## config.mk

```make
export PLATFORM = sky130hd
export DESIGN_NAME = burst_level_speech_detector_top
export DESIGN_NICKNAME = d
export VERILOG_FILES = /design/src/hw/rtl/bld_pkg.sv /design/src/hw/rtl/bld_front.sv /design/src/hw/rtl/bld_queue.sv /design/src/hw/rtl/bld_back.sv /design/src/hw/rtl/burst_level_speech_detector_top.sv
export SDC_FILE = /design/constraint.sdc
export NUM_CORES = 2
export LEC_CHECK = 0
export ABC_AREA = 1
export BUFFER_PORTS_ARGS = -buffer_cell sky130_fd_sc_hd__buf_4
export CELL_PAD_IN_SITES_DETAIL_PLACEMENT = 2
export CELL_PAD_IN_SITES_GLOBAL_PLACEMENT = 2
export CORE_ASPECT_RATIO = 1.5
export CORE_UTILIZATION = 41
export DETAILED_ROUTE_END_ITERATION = 7
export PLACE_DENSITY = 0.88
export SETUP_SLACK_MARGIN = 0.5
export SLEW_MARGIN = 20
export SYNTH_ARGS = -nofsm -noshare
export SYNTH_HDL_FRONTEND = slang
export SYNTH_SLANG_ARGS = --single-unit
```

## constraint.sdc

```tcl
create_clock -name i_clk -period 11.5 [get_ports i_clk]
set_clock_uncertainty 0.2 [all_clocks]
set_input_delay 1.725 -clock i_clk [delete_from_list [all_inputs] [get_ports i_clk]]
set_output_delay 1.725 -clock i_clk [all_outputs]
set_load 0.05 [all_outputs]
```

## src/hw/rtl/bld_pkg.sv

```systemverilog
package bld_pkg;

    localparam int SMP_W   = 32;
    localparam int LVL_W   = 28;
    localparam int SUM_W   = 64;
    localparam int CNT_W   = 8;
    localparam int TIME_W  = 32;
    localparam int MS_W    = 16;
    localparam int SHIFT_W = 5;
    localparam int CODE_W  = 3;
    localparam int ADDR_W  = 5;
    localparam int DATA_W  = 32;

    localparam int QDEPTH  = 4;
    localparam int QPTR_W  = 2;
    localparam int QLVL_W  = 3;

    localparam logic [LVL_W-1:0] LVL_SAT = {LVL_W{1'b1}};

    localparam logic [2:0] REG_SAMPLE_SHIFT     = 3'd0;
    localparam logic [2:0] REG_SPEECH_THRESHOLD = 3'd1;
    localparam logic [2:0] REG_QUIET_THRESHOLD  = 3'd2;
    localparam logic [2:0] REG_MIN_SPEECH_MS    = 3'd3;
    localparam logic [2:0] REG_SHORT_MAX_MS     = 3'd4;
    localparam logic [2:0] REG_COOLDOWN_MS      = 3'd5;
    localparam logic [2:0] REG_SIGNAL_THRESHOLD = 3'd6;

    localparam logic [SHIFT_W-1:0] RST_SAMPLE_SHIFT     = 5'd14;
    localparam logic [LVL_W-1:0]   RST_SPEECH_THRESHOLD = 28'd800;
    localparam logic [LVL_W-1:0]   RST_QUIET_THRESHOLD  = 28'd400;
    localparam logic [MS_W-1:0]    RST_MIN_SPEECH_MS    = 16'd120;
    localparam logic [MS_W-1:0]    RST_SHORT_MAX_MS     = 16'd650;
    localparam logic [MS_W-1:0]    RST_COOLDOWN_MS      = 16'd1800;
    localparam logic [LVL_W-1:0]   RST_SIGNAL_THRESHOLD = 28'd50;

    localparam logic [CODE_W-1:0] EV_NONE       = 3'd0;
    localparam logic [CODE_W-1:0] EV_START      = 3'd1;
    localparam logic [CODE_W-1:0] EV_TOO_SHORT  = 3'd2;
    localparam logic [CODE_W-1:0] EV_SHORT_CMD  = 3'd3;
    localparam logic [CODE_W-1:0] EV_LONG_CMD   = 3'd4;
    localparam logic [CODE_W-1:0] EV_SUPPRESSED = 3'd5;

    typedef struct packed {
        logic [SHIFT_W-1:0] sample_shift;
        logic [LVL_W-1:0]   speech_threshold;
        logic [LVL_W-1:0]   quiet_threshold;
        logic [MS_W-1:0]    min_speech_ms;
        logic [MS_W-1:0]    short_max_ms;
        logic [MS_W-1:0]    cooldown_ms;
        logic [LVL_W-1:0]   signal_threshold;
    } t_cfg;

    typedef struct packed {
        logic [SMP_W-1:0]  spread;
        logic [LVL_W-1:0]  peak;
        logic [SUM_W-1:0]  sum;
        logic [CNT_W-1:0]  count;
        logic [TIME_W-1:0] now;
    } t_burst_rec;

    typedef struct packed {
        logic [LVL_W-1:0]  level_spread;
        logic [LVL_W-1:0]  level_peak;
        logic [LVL_W-1:0]  level_rms;
        logic              signal_seen;
        logic              speech_active;
        logic [CODE_W-1:0] event_code;
        logic [TIME_W-1:0] speech_length_ms;
    } t_result;

endpackage

```

## src/hw/rtl/bld_front.sv

```systemverilog
module bld_front import bld_pkg::*; #(
    parameter int MAX_BURST = 128
) (
    input  logic                     i_clk,
    input  logic                     i_rst_n,
    input  logic                     i_in_valid,
    output logic                     o_in_stall,
    input  logic signed [SMP_W-1:0]  i_raw_sample,
    input  logic                     i_burst_end,
    input  logic [TIME_W-1:0]        i_now_ms,
    input  logic [SHIFT_W-1:0]       i_sample_shift,
    input  logic [QLVL_W-1:0]        i_q_level,
    output logic                     o_push,
    output t_burst_rec               o_push_rec
);

    localparam int CW = $clog2(MAX_BURST + 1);

    logic                    r_s1_valid;
    logic                    r_s1_last;
    logic signed [SMP_W-1:0] r_s1_smp;
    logic [SMP_W-1:0]        r_s1_abs;
    logic [TIME_W-1:0]       r_s1_now;

    logic                    r_s2_valid;
    logic                    r_s2_last;
    logic signed [SMP_W-1:0] r_s2_smp;
    logic [SMP_W-1:0]        r_s2_abs;
    logic [SUM_W-1:0]        r_s2_sq;
    logic [TIME_W-1:0]       r_s2_now;

    logic signed [SMP_W-1:0] r_min;
    logic signed [SMP_W-1:0] r_max;
    logic [LVL_W-1:0]        r_peak;
    logic [SUM_W-1:0]        r_sum;
    logic [CW-1:0]           r_cnt;

    logic signed [SMP_W-1:0] n_min;
    logic signed [SMP_W-1:0] n_max;
    logic [LVL_W-1:0]        n_peak;
    logic [SUM_W-1:0]        n_sum;
    logic [CW-1:0]           n_cnt;

    logic                    accept;
    logic                    take;
    logic                    first;
    logic signed [SMP_W-1:0] shifted;
    logic [SUM_W:0]          sum_ext;
    logic [QLVL_W-1:0]       pending;
    logic [SMP_W:0]          spread_ext;

    assign pending    = i_q_level + {{(QLVL_W-1){1'b0}}, r_s1_valid & r_s1_last}
                                  + {{(QLVL_W-1){1'b0}}, r_s2_valid & r_s2_last};
    assign o_in_stall = (pending >= QLVL_W'(QDEPTH));
    assign accept     = i_in_valid && !o_in_stall;
    assign shifted    = i_raw_sample >>> i_sample_shift;

    always_comb begin
        take    = (r_cnt < CW'(MAX_BURST));
        first   = (r_cnt == '0);
        sum_ext = {1'b0, r_sum} + {1'b0, r_s2_sq};
        n_min   = r_min;
        n_max   = r_max;
        n_peak  = r_peak;
        n_sum   = r_sum;
        n_cnt   = r_cnt;
        if (take) begin
            if (first || (r_s2_smp < r_min)) begin
                n_min = r_s2_smp;
            end
            if (first || (r_s2_smp > r_max)) begin
                n_max = r_s2_smp;
            end
            if (r_s2_abs > {{(SMP_W-LVL_W){1'b0}}, r_peak}) begin
                n_peak = (r_s2_abs[SMP_W-1:LVL_W] != '0) ? LVL_SAT : r_s2_abs[LVL_W-1:0];
            end
            n_sum = sum_ext[SUM_W] ? {SUM_W{1'b1}} : sum_ext[SUM_W-1:0];
            n_cnt = r_cnt + CW'(1);
        end
        spread_ext = {n_max[SMP_W-1], n_max} - {n_min[SMP_W-1], n_min};
    end

    assign o_push           = r_s2_valid && r_s2_last;
    assign o_push_rec.spread = spread_ext[SMP_W-1:0];
    assign o_push_rec.peak   = n_peak;
    assign o_push_rec.sum    = n_sum;
    assign o_push_rec.count  = CNT_W'(n_cnt);
    assign o_push_rec.now    = r_s2_now;

    always_ff @(posedge i_clk) begin
        if (!i_rst_n) begin
            r_s1_valid <= 1'b0;
            r_s2_valid <= 1'b0;
            r_min      <= '0;
            r_max      <= '0;
            r_peak     <= '0;
            r_sum      <= '0;
            r_cnt      <= '0;
        end else begin
            r_s1_valid <= accept;
            r_s2_valid <= r_s1_valid;
            if (r_s2_valid) begin
                if (r_s2_last) begin
                    r_min  <= '0;
                    r_max  <= '0;
                    r_peak <= '0;
                    r_sum  <= '0;
                    r_cnt  <= '0;
                end else begin
                    r_min  <= n_min;
                    r_max  <= n_max;
                    r_peak <= n_peak;
                    r_sum  <= n_sum;
                    r_cnt  <= n_cnt;
                end
            end
        end
    end

    always_ff @(posedge i_clk) begin
        r_s1_last <= i_burst_end;
        r_s1_smp  <= shifted;
        r_s1_abs  <= shifted[SMP_W-1] ? (~shifted + SMP_W'(1)) : shifted;
        r_s1_now  <= i_now_ms;
        r_s2_last <= r_s1_last;
        r_s2_smp  <= r_s1_smp;
        r_s2_abs  <= r_s1_abs;
        r_s2_sq   <= r_s1_abs * r_s1_abs;
        r_s2_now  <= r_s1_now;
    end

endmodule

```

## src/hw/rtl/bld_queue.sv

```systemverilog
module bld_queue import bld_pkg::*; (
    input  logic              i_clk,
    input  logic              i_rst_n,
    input  logic              i_push,
    input  t_burst_rec        i_push_rec,
    input  logic              i_pop,
    output logic              o_nonempty,
    output t_burst_rec        o_head,
    output logic [QLVL_W-1:0] o_level
);

    t_burst_rec        r_mem [QDEPTH];
    logic [QPTR_W-1:0] r_wr_ptr;
    logic [QPTR_W-1:0] r_rd_ptr;
    logic [QLVL_W-1:0] r_level;

    assign o_nonempty = (r_level != '0);
    assign o_head     = r_mem[r_rd_ptr];
    assign o_level    = r_level;

    always_ff @(posedge i_clk) begin
        if (!i_rst_n) begin
            r_wr_ptr <= '0;
            r_rd_ptr <= '0;
            r_level  <= '0;
        end else begin
            if (i_push) begin
                r_wr_ptr <= r_wr_ptr + QPTR_W'(1);
            end
            if (i_pop) begin
                r_rd_ptr <= r_rd_ptr + QPTR_W'(1);
            end
            if (i_push && !i_pop) begin
                r_level <= r_level + QLVL_W'(1);
            end else if (i_pop && !i_push) begin
                r_level <= r_level - QLVL_W'(1);
            end
        end
    end

    always_ff @(posedge i_clk) begin
        if (i_push) begin
            r_mem[r_wr_ptr] <= i_push_rec;
        end
    end

endmodule

```

## src/hw/rtl/bld_back.sv

```systemverilog
module bld_back import bld_pkg::*; (
    input  logic        i_clk,
    input  logic        i_rst_n,
    input  t_cfg        i_cfg,
    input  logic        i_nonempty,
    input  t_burst_rec  i_head,
    output logic        o_pop,
    output logic        o_out_valid,
    input  logic        i_out_stall,
    output t_result     o_result
);

    localparam int DSTEP_W = $clog2(SUM_W);
    localparam int ROOT_W  = SUM_W / 2;
    localparam int RSTEP_W = $clog2(ROOT_W);
    localparam int SREM_W  = ROOT_W + 2;

    typedef enum logic [1:0] {
        S_IDLE,
        S_DIV,
        S_SQRT,
        S_DECIDE
    } t_state;

    t_state             r_state;
    logic [DSTEP_W-1:0] r_step;
    logic [SMP_W-1:0]   r_spread;
    logic [LVL_W-1:0]   r_peak;
    logic [TIME_W-1:0]  r_now;
    logic [CNT_W-1:0]   r_div;
    logic [CNT_W-1:0]   r_rem;
    logic [SUM_W-1:0]   r_quo;
    logic [SREM_W-1:0]  r_srem;
    logic [ROOT_W-1:0]  r_root;
    logic               r_in_speech;
    logic [TIME_W-1:0]  r_speech_start;
    logic [TIME_W-1:0]  r_cooldown_until;
    logic               r_signal_flag;
    logic               r_out_valid;
    t_result            r_result;

    logic [CNT_W:0]      div_sh;
    logic                div_ge;
    logic [SREM_W+1:0]   sq_sh;
    logic [SREM_W+1:0]   sq_trial;
    logic                sq_ge;
    logic                out_free;
    logic                sig_hit;
    logic                loud;
    logic                quiet;
    logic [TIME_W-1:0]   dur;
    logic                n_in_speech;
    logic [TIME_W-1:0]   n_speech_start;
    logic [TIME_W-1:0]   n_cooldown_until;
    logic [CODE_W-1:0]   n_code;
    logic [TIME_W-1:0]   n_length;

    assign o_pop       = (r_state == S_IDLE) && i_nonempty;
    assign o_out_valid = r_out_valid;
    assign o_result    = r_result;
    assign out_free    = !r_out_valid || !i_out_stall;

    assign div_sh   = {r_rem, r_quo[SUM_W-1]};
    assign div_ge   = (div_sh >= {1'b0, r_div});
    assign sq_sh    = {r_srem, r_quo[SUM_W-1:SUM_W-2]};
    assign sq_trial = {2'b00, r_root, 2'b01};
    assign sq_ge    = (sq_sh >= sq_trial);

    always_comb begin
        sig_hit          = (r_spread > {{(SMP_W-LVL_W){1'b0}}, i_cfg.signal_threshold});
        loud             = (r_spread > {{(SMP_W-LVL_W){1'b0}}, i_cfg.speech_threshold});
        quiet            = (r_spread < {{(SMP_W-LVL_W){1'b0}}, i_cfg.quiet_threshold});
        dur              = r_now - r_speech_start;
        n_in_speech      = r_in_speech;
        n_speech_start   = r_speech_start;
        n_cooldown_until = r_cooldown_until;
        n_code           = EV_NONE;
        n_length         = '0;
        if (loud) begin
            if (!r_in_speech) begin
                n_in_speech    = 1'b1;
                n_speech_start = r_now;
                n_code         = EV_START;
            end
        end else if (r_in_speech && quiet) begin
            n_in_speech = 1'b0;
            n_length    = dur;
            if (dur < {{(TIME_W-MS_W){1'b0}}, i_cfg.min_speech_ms}) begin
                n_code = EV_TOO_SHORT;
            end else if (r_now < r_cooldown_until) begin
                n_code = EV_SUPPRESSED;
            end else begin
                n_cooldown_until = r_now + {{(TIME_W-MS_W){1'b0}}, i_cfg.cooldown_ms};
                n_code = (dur <= {{(TIME_W-MS_W){1'b0}}, i_cfg.short_max_ms}) ?
                         EV_SHORT_CMD : EV_LONG_CMD;
            end
        end
    end

    always_ff @(posedge i_clk) begin
        if (!i_rst_n) begin
            r_state          <= S_IDLE;
            r_in_speech      <= 1'b0;
            r_speech_start   <= '0;
            r_cooldown_until <= '0;
            r_signal_flag    <= 1'b0;
            r_out_valid      <= 1'b0;
        end else begin
            if ((r_state == S_DECIDE) && out_free) begin
                r_out_valid <= 1'b1;
            end else if (r_out_valid && !i_out_stall) begin
                r_out_valid <= 1'b0;
            end
            case (r_state)
                S_IDLE: begin
                    if (i_nonempty) begin
                        r_spread <= i_head.spread;
                        r_peak   <= i_head.peak;
                        r_now    <= i_head.now;
                        r_div    <= i_head.count;
                        r_rem    <= '0;
                        r_quo    <= i_head.sum;
                        r_step   <= '0;
                        r_root   <= '0;
                        r_state  <= (i_head.count == '0) ? S_DECIDE : S_DIV;
                    end
                end
                S_DIV: begin
                    r_rem  <= div_ge ? CNT_W'(div_sh - {1'b0, r_div}) : div_sh[CNT_W-1:0];
                    r_quo  <= {r_quo[SUM_W-2:0], div_ge};
                    r_step <= r_step + DSTEP_W'(1);
                    if (r_step == DSTEP_W'(SUM_W - 1)) begin
                        r_srem  <= '0;
                        r_root  <= '0;
                        r_state <= S_SQRT;
                    end
                end
                S_SQRT: begin
                    r_srem <= sq_ge ? SREM_W'(sq_sh - sq_trial) : sq_sh[SREM_W-1:0];
                    r_root <= {r_root[ROOT_W-2:0], sq_ge};
                    r_quo  <= {r_quo[SUM_W-3:0], 2'b00};
                    r_step <= r_step + DSTEP_W'(1);
                    if (r_step[RSTEP_W-1:0] == RSTEP_W'(ROOT_W - 1)) begin
                        r_state <= S_DECIDE;
                    end
                end
                S_DECIDE: begin
                    if (out_free) begin
                        r_in_speech      <= n_in_speech;
                        r_speech_start   <= n_speech_start;
                        r_cooldown_until <= n_cooldown_until;
                        r_signal_flag    <= r_signal_flag | sig_hit;
                        r_result.level_spread <= (r_spread[SMP_W-1:LVL_W] != '0) ?
                                                 LVL_SAT : r_spread[LVL_W-1:0];
                        r_result.level_peak   <= r_peak;
                        r_result.level_rms    <= (r_root[ROOT_W-1:LVL_W] != '0) ?
                                                 LVL_SAT : r_root[LVL_W-1:0];
                        r_result.signal_seen      <= r_signal_flag | sig_hit;
                        r_result.speech_active    <= n_in_speech;
                        r_result.event_code       <= n_code;
                        r_result.speech_length_ms <= n_length;
                        r_state <= S_IDLE;
                    end
                end
                default: begin
                    r_state <= S_IDLE;
                end
            endcase
        end
    end

endmodule

```

## src/hw/rtl/burst_level_speech_detector_top.sv

```systemverilog
// Burst level meter with speech detection. Samples are taken one per clock
// cycle while o_in_stall is low; each burst closed by a sample with burst_end
// set yields one result transfer carrying spread, peak, RMS level and the
// speech event. The per-burst back end loads the burst record, runs the
// bit-serial divider for the mean square and then the bit-serial square root,
// and makes the decision; it takes one burst at a time, and up to four closed
// bursts wait in the queue between the sample accumulator and that back end.
// Input stalls when the queue together with the bursts still in the
// accumulator pipeline would exceed four, so a run of short bursts slows the
// sample rate to the rate at which the back end finishes bursts.
module burst_level_speech_detector_top import bld_pkg::*; #(
    parameter int MAX_BURST = 128
) (
    input  logic                     i_clk,
    input  logic                     i_rst_n,
    input  logic                     i_in_valid,
    output logic                     o_in_stall,
    input  logic signed [SMP_W-1:0]  i_raw_sample,
    input  logic                     i_burst_end,
    input  logic [TIME_W-1:0]        i_now_ms,
    output logic                     o_out_valid,
    input  logic                     i_out_stall,
    output logic [LVL_W-1:0]         o_level_spread,
    output logic [LVL_W-1:0]         o_level_peak,
    output logic [LVL_W-1:0]         o_level_rms,
    output logic                     o_signal_seen,
    output logic                     o_speech_active,
    output logic [CODE_W-1:0]        o_event_code,
    output logic [TIME_W-1:0]        o_speech_length_ms,
    input  logic                     psel,
    input  logic                     penable,
    input  logic                     pwrite,
    input  logic [ADDR_W-1:0]        paddr,
    input  logic [DATA_W-1:0]        pwdata,
    output logic [DATA_W-1:0]        prdata,
    output logic                     pready
);

    t_cfg              r_cfg;
    logic              cfg_we;
    logic [2:0]        reg_idx;
    logic              push;
    t_burst_rec        push_rec;
    logic              pop;
    logic              nonempty;
    t_burst_rec        head;
    logic [QLVL_W-1:0] q_level;
    t_result           result;

    assign pready  = 1'b1;
    assign cfg_we  = psel && penable && pwrite && pready;
    assign reg_idx = paddr[ADDR_W-1:2];

    always_ff @(posedge i_clk) begin
        if (!i_rst_n) begin
            r_cfg.sample_shift     <= RST_SAMPLE_SHIFT;
            r_cfg.speech_threshold <= RST_SPEECH_THRESHOLD;
            r_cfg.quiet_threshold  <= RST_QUIET_THRESHOLD;
            r_cfg.min_speech_ms    <= RST_MIN_SPEECH_MS;
            r_cfg.short_max_ms     <= RST_SHORT_MAX_MS;
            r_cfg.cooldown_ms      <= RST_COOLDOWN_MS;
            r_cfg.signal_threshold <= RST_SIGNAL_THRESHOLD;
        end else if (cfg_we) begin
            case (reg_idx)
                REG_SAMPLE_SHIFT:     r_cfg.sample_shift     <= pwdata[SHIFT_W-1:0];
                REG_SPEECH_THRESHOLD: r_cfg.speech_threshold <= pwdata[LVL_W-1:0];
                REG_QUIET_THRESHOLD:  r_cfg.quiet_threshold  <= pwdata[LVL_W-1:0];
                REG_MIN_SPEECH_MS:    r_cfg.min_speech_ms    <= pwdata[MS_W-1:0];
                REG_SHORT_MAX_MS:     r_cfg.short_max_ms     <= pwdata[MS_W-1:0];
                REG_COOLDOWN_MS:      r_cfg.cooldown_ms      <= pwdata[MS_W-1:0];
                REG_SIGNAL_THRESHOLD: r_cfg.signal_threshold <= pwdata[LVL_W-1:0];
                default: begin
                end
            endcase
        end
    end

    always_comb begin
        case (reg_idx)
            REG_SAMPLE_SHIFT:     prdata = DATA_W'(r_cfg.sample_shift);
            REG_SPEECH_THRESHOLD: prdata = DATA_W'(r_cfg.speech_threshold);
            REG_QUIET_THRESHOLD:  prdata = DATA_W'(r_cfg.quiet_threshold);
            REG_MIN_SPEECH_MS:    prdata = DATA_W'(r_cfg.min_speech_ms);
            REG_SHORT_MAX_MS:     prdata = DATA_W'(r_cfg.short_max_ms);
            REG_COOLDOWN_MS:      prdata = DATA_W'(r_cfg.cooldown_ms);
            REG_SIGNAL_THRESHOLD: prdata = DATA_W'(r_cfg.signal_threshold);
            default:              prdata = '0;
        endcase
    end

    bld_front #(
        .MAX_BURST(MAX_BURST)
    ) u_front (
        .i_clk          (i_clk),
        .i_rst_n        (i_rst_n),
        .i_in_valid     (i_in_valid),
        .o_in_stall     (o_in_stall),
        .i_raw_sample   (i_raw_sample),
        .i_burst_end    (i_burst_end),
        .i_now_ms       (i_now_ms),
        .i_sample_shift (r_cfg.sample_shift),
        .i_q_level      (q_level),
        .o_push         (push),
        .o_push_rec     (push_rec)
    );

    bld_queue u_queue (
        .i_clk      (i_clk),
        .i_rst_n    (i_rst_n),
        .i_push     (push),
        .i_push_rec (push_rec),
        .i_pop      (pop),
        .o_nonempty (nonempty),
        .o_head     (head),
        .o_level    (q_level)
    );

    bld_back u_back (
        .i_clk       (i_clk),
        .i_rst_n     (i_rst_n),
        .i_cfg       (r_cfg),
        .i_nonempty  (nonempty),
        .i_head      (head),
        .o_pop       (pop),
        .o_out_valid (o_out_valid),
        .i_out_stall (i_out_stall),
        .o_result    (result)
    );

    assign o_level_spread     = result.level_spread;
    assign o_level_peak       = result.level_peak;
    assign o_level_rms        = result.level_rms;
    assign o_signal_seen      = result.signal_seen;
    assign o_speech_active    = result.speech_active;
    assign o_event_code       = result.event_code;
    assign o_speech_length_ms = result.speech_length_ms;

endmodule

```

==> results by group <==
Routing
  • Post-detailed-route count of antenna-violating nets: 0
  • Total Wirelength: 514000 µm
  • Wire per inst: 31.7 µm
  • Total number of vias: 97500
  • Via-to-Cell Ratio: 6.02
  • DRC viols: 0
  • Initial DRC Count: 7471
  • Drt first pass iters: 6

Clock tree
  • Hold buffer count at cts: 0
  • Worst-skew pair later-pin latency: 0.92 ns
  • Setup bufs post-CTS: 0
  • Max H-tree Level: 4
  • CTS Buf Count: 167
  • Clock sinks: 1656
  • Cts repair resizes: 0
  • Clk root buf: clkbuf_16
  • TritonCTS clock tree: done
  • Worst-path clk slew: 0.08 ns
  • Clock Path Buffers: 4

Critical path
  • Setup crit end kind: flop
  • CP max FO: 20
  • WP data required: 12.02 ns
  • WS Path Type: reg2reg
  • Internal reg-to-reg setup slack: 2.09 ns
  • R2R depth: 27
  • WP data arrival: 9.93 ns
  • Crit path launch type: flop

Timing
  • Hold slack: 0.107 ns
  • Max_slew headroom: 15.4%
  • Setup TNS: 0 ns
  • Slew @ Worst Pin: 1.27 ns
  • Final setup vio count: 0
  • Final period util: 81.8%
  • F_max: 0.106 GHz
  • Final hold vios: 0
  • Crit path time final: 9.41 ns
  • Final WS setup: 2.09 ns
  • Max-slew violation count: 0
  • RSZ-0062 raised after global routing: false

Logic synthesis
  • Most used DFF post-synth: edfxtp_1
  • Synth top area cells: edfxtp_1 (28%), fa_1 (14%), dfxtp_1 (12%), nand2_1 (8.3%), ha_1 (8.3%)
  • Library cells used by synthesis: 63
  • Synth top area share: 27.8%
  • Register area share after synthesis: 39.3%
  • Yosys warns: 0
  • Mapped Cells: 12500
  • Synthesized area: 110000 µm²
  • Syn_area_per_cell: 8.86 µm²
  • #FFs+latches synth: 1656
  • Async set-or-reset flop fraction in the synthesized netlist: 0%
  • Post-synth EDFFs: 1021
  • Synth area leader: edfxtp_1

Floorplan
  • # rows: 233
  • Core Region: 268000 µm²
  • Chip Height: 638 µm
  • IO Pins: 265
  • Die area: 272000 µm²
  • Die W: 426 µm
  • Initial Utilization: 41.2%

Layout
  • Fillers: 29000
  • Most frequent cells in the layout: nand2_1 (2441), inv_1 (2293), edfxtp_1 (1021)
  • Final #Nets: 14200
  • Layout Cells excl Fill: 16200
  • Area grow syn2layout: 9.98%
  • Share of layout cells above drive strength 1: 6.13%
  • Most common cell after layout, fill and taps aside: nand2_1

Placed design
  • Setup WS pre-CTS: 2.60 ns
  • PortBufs: 253
  • HPWL Detailed: 340000 µm
  • Final GP Congestion: 0.917
  • Dpl cells: 15900

Global route
  • Gr usage total: 36.9%
  • First-pass GRT wire length: 750000 µm
  • Initial antenna violation count: 25
  • Number of global-route vias before repair: 113000
  • Pin count of the biggest net entering global routing: 167
  • Total grt overflow: 0

Flow run
  • Max Cap Violations: 0

Min path
  • Hold Crit Class: reg2reg
  • Hold path depth: 0

Status
  • Status: finished clean
==> synth_stat cells, types with 97 or more instances <==
cell,instances
inv_1,2300
nand3_1,431
edfxtp_1,1021
clkbuf_1,379
o21ai_0,686
a21oi_1,918
xor2_1,157
fa_1,797
nor2_1,824
o22ai_1,118
nand2_1,2446
dfxtp_1,635
xnor2_1,112
ha_1,732
nand4_1,97
==> final cells by class <==
type	count	area (µm²)	share of cell area, %
sequential	1656	43400	35.7
clock inverter	94	1100	0.907
inverter	2324	8740	7.20
multi-input combinational	8024	56700	46.6
clock buffer	201	4460	3.67
tap	3525	4410	3.63
timing repair buffer	360	2720	2.24
antenna	7	17.5	0.0144
==> stage by stage <==
stage	util, %	instance area (µm²)
3_5_place_dp	43.2	116000
3_3_place_gp	43.2	116000
4_1_cts	45.3	121000
5_1_grt	45.3	121000
6_report	45.3	122000
2_1_floorplan	-	110000
==> logic make-up (layout without fill, tap and decap cells) <==
logic type	Yosys count	after routing	share of synthesized area [%]
adders and majority gates	1529	1529	22.7
other	2	12	0.00680
buffers and inverters	2788	2979	9.61
xor gates and xnor gates	269	269	2.13
DFF	1656	1656	39.3
AOI/OAI and AO/OA	2200	2200	11.4
and+or+nand+nor	4021	4021	14.9
==> state kept, by name, summed over array words and instances, names as in the netlist, 32 cells and up, named ones only <==
name,count
r_cfg,137
u_back.o_result,121
u_back.r_cooldown_until,32
u_back.r_now,32
u_back.r_quo,64
u_back.r_root,32
u_back.r_speech_start,32
u_back.r_spread,32
u_back.r_srem,34
u_front.r_max,32
u_front.r_min,32
u_front.r_s1_now,32
u_front.r_s1_smp,32
u_front.r_s2_now,32
u_front.r_s2_smp,32
u_front.r_s2_sq,62
u_front.r_sum,64
u_queue.r_mem,656
==> worst max-delay path: stages (launching register included) <==
cell      delay (ns)
dfxtp_1         1.16
buf_4           0.51
nand2_1         0.17
fa_1            0.62
inv_1           0.07
fa_1            0.51
fa_1            0.54
inv_1           0.06
fa_1            0.51
inv_1           0.08
fa_1            0.53
inv_1           0.07
fa_1            0.56
inv_1           0.07
fa_1            0.54
fa_1            0.46
ha_1            0.43
nand2_1         0.14
nand2_1         0.10
a31oi_1         0.30
o21ai_0         0.19
a21oi_1         0.48
inv_1           0.09
nand2_1         0.08
nand2_1         0.10
a21boi_0        0.31
o21ai_0         0.15
xor2_1          0.15
==> path summary, 6_finish.rpt <==
| check | end | from |
|---|---|---|
| min | u_front.r_s2_smp[2] | u_front.r_s1_smp[2] |
| max | u_front.r_s2_sq[45] | u_front.r_s1_abs[12] |
| min reg2reg | u_front.r_s2_smp[2] | u_front.r_s1_smp[2] |
| max reg2reg | u_front.r_s2_sq[45] | u_front.r_s1_abs[12] |
==> metal layers <==
layer | global-route usage (%) | share of wire (%) | vias up
li1 | - | - | 40400
met5 | 0 | 0.025 | -
met3 | 6.24 | 5.7 | 2354
met2 | 66.0 | 51 | 4924
met4 | 29.4 | 9.2 | 20
met1 | 37.8 | 34 | 49800
Power is not shown: default switching activity piles up to over one toggle a cycle in this logic, so the estimate is an artifact.
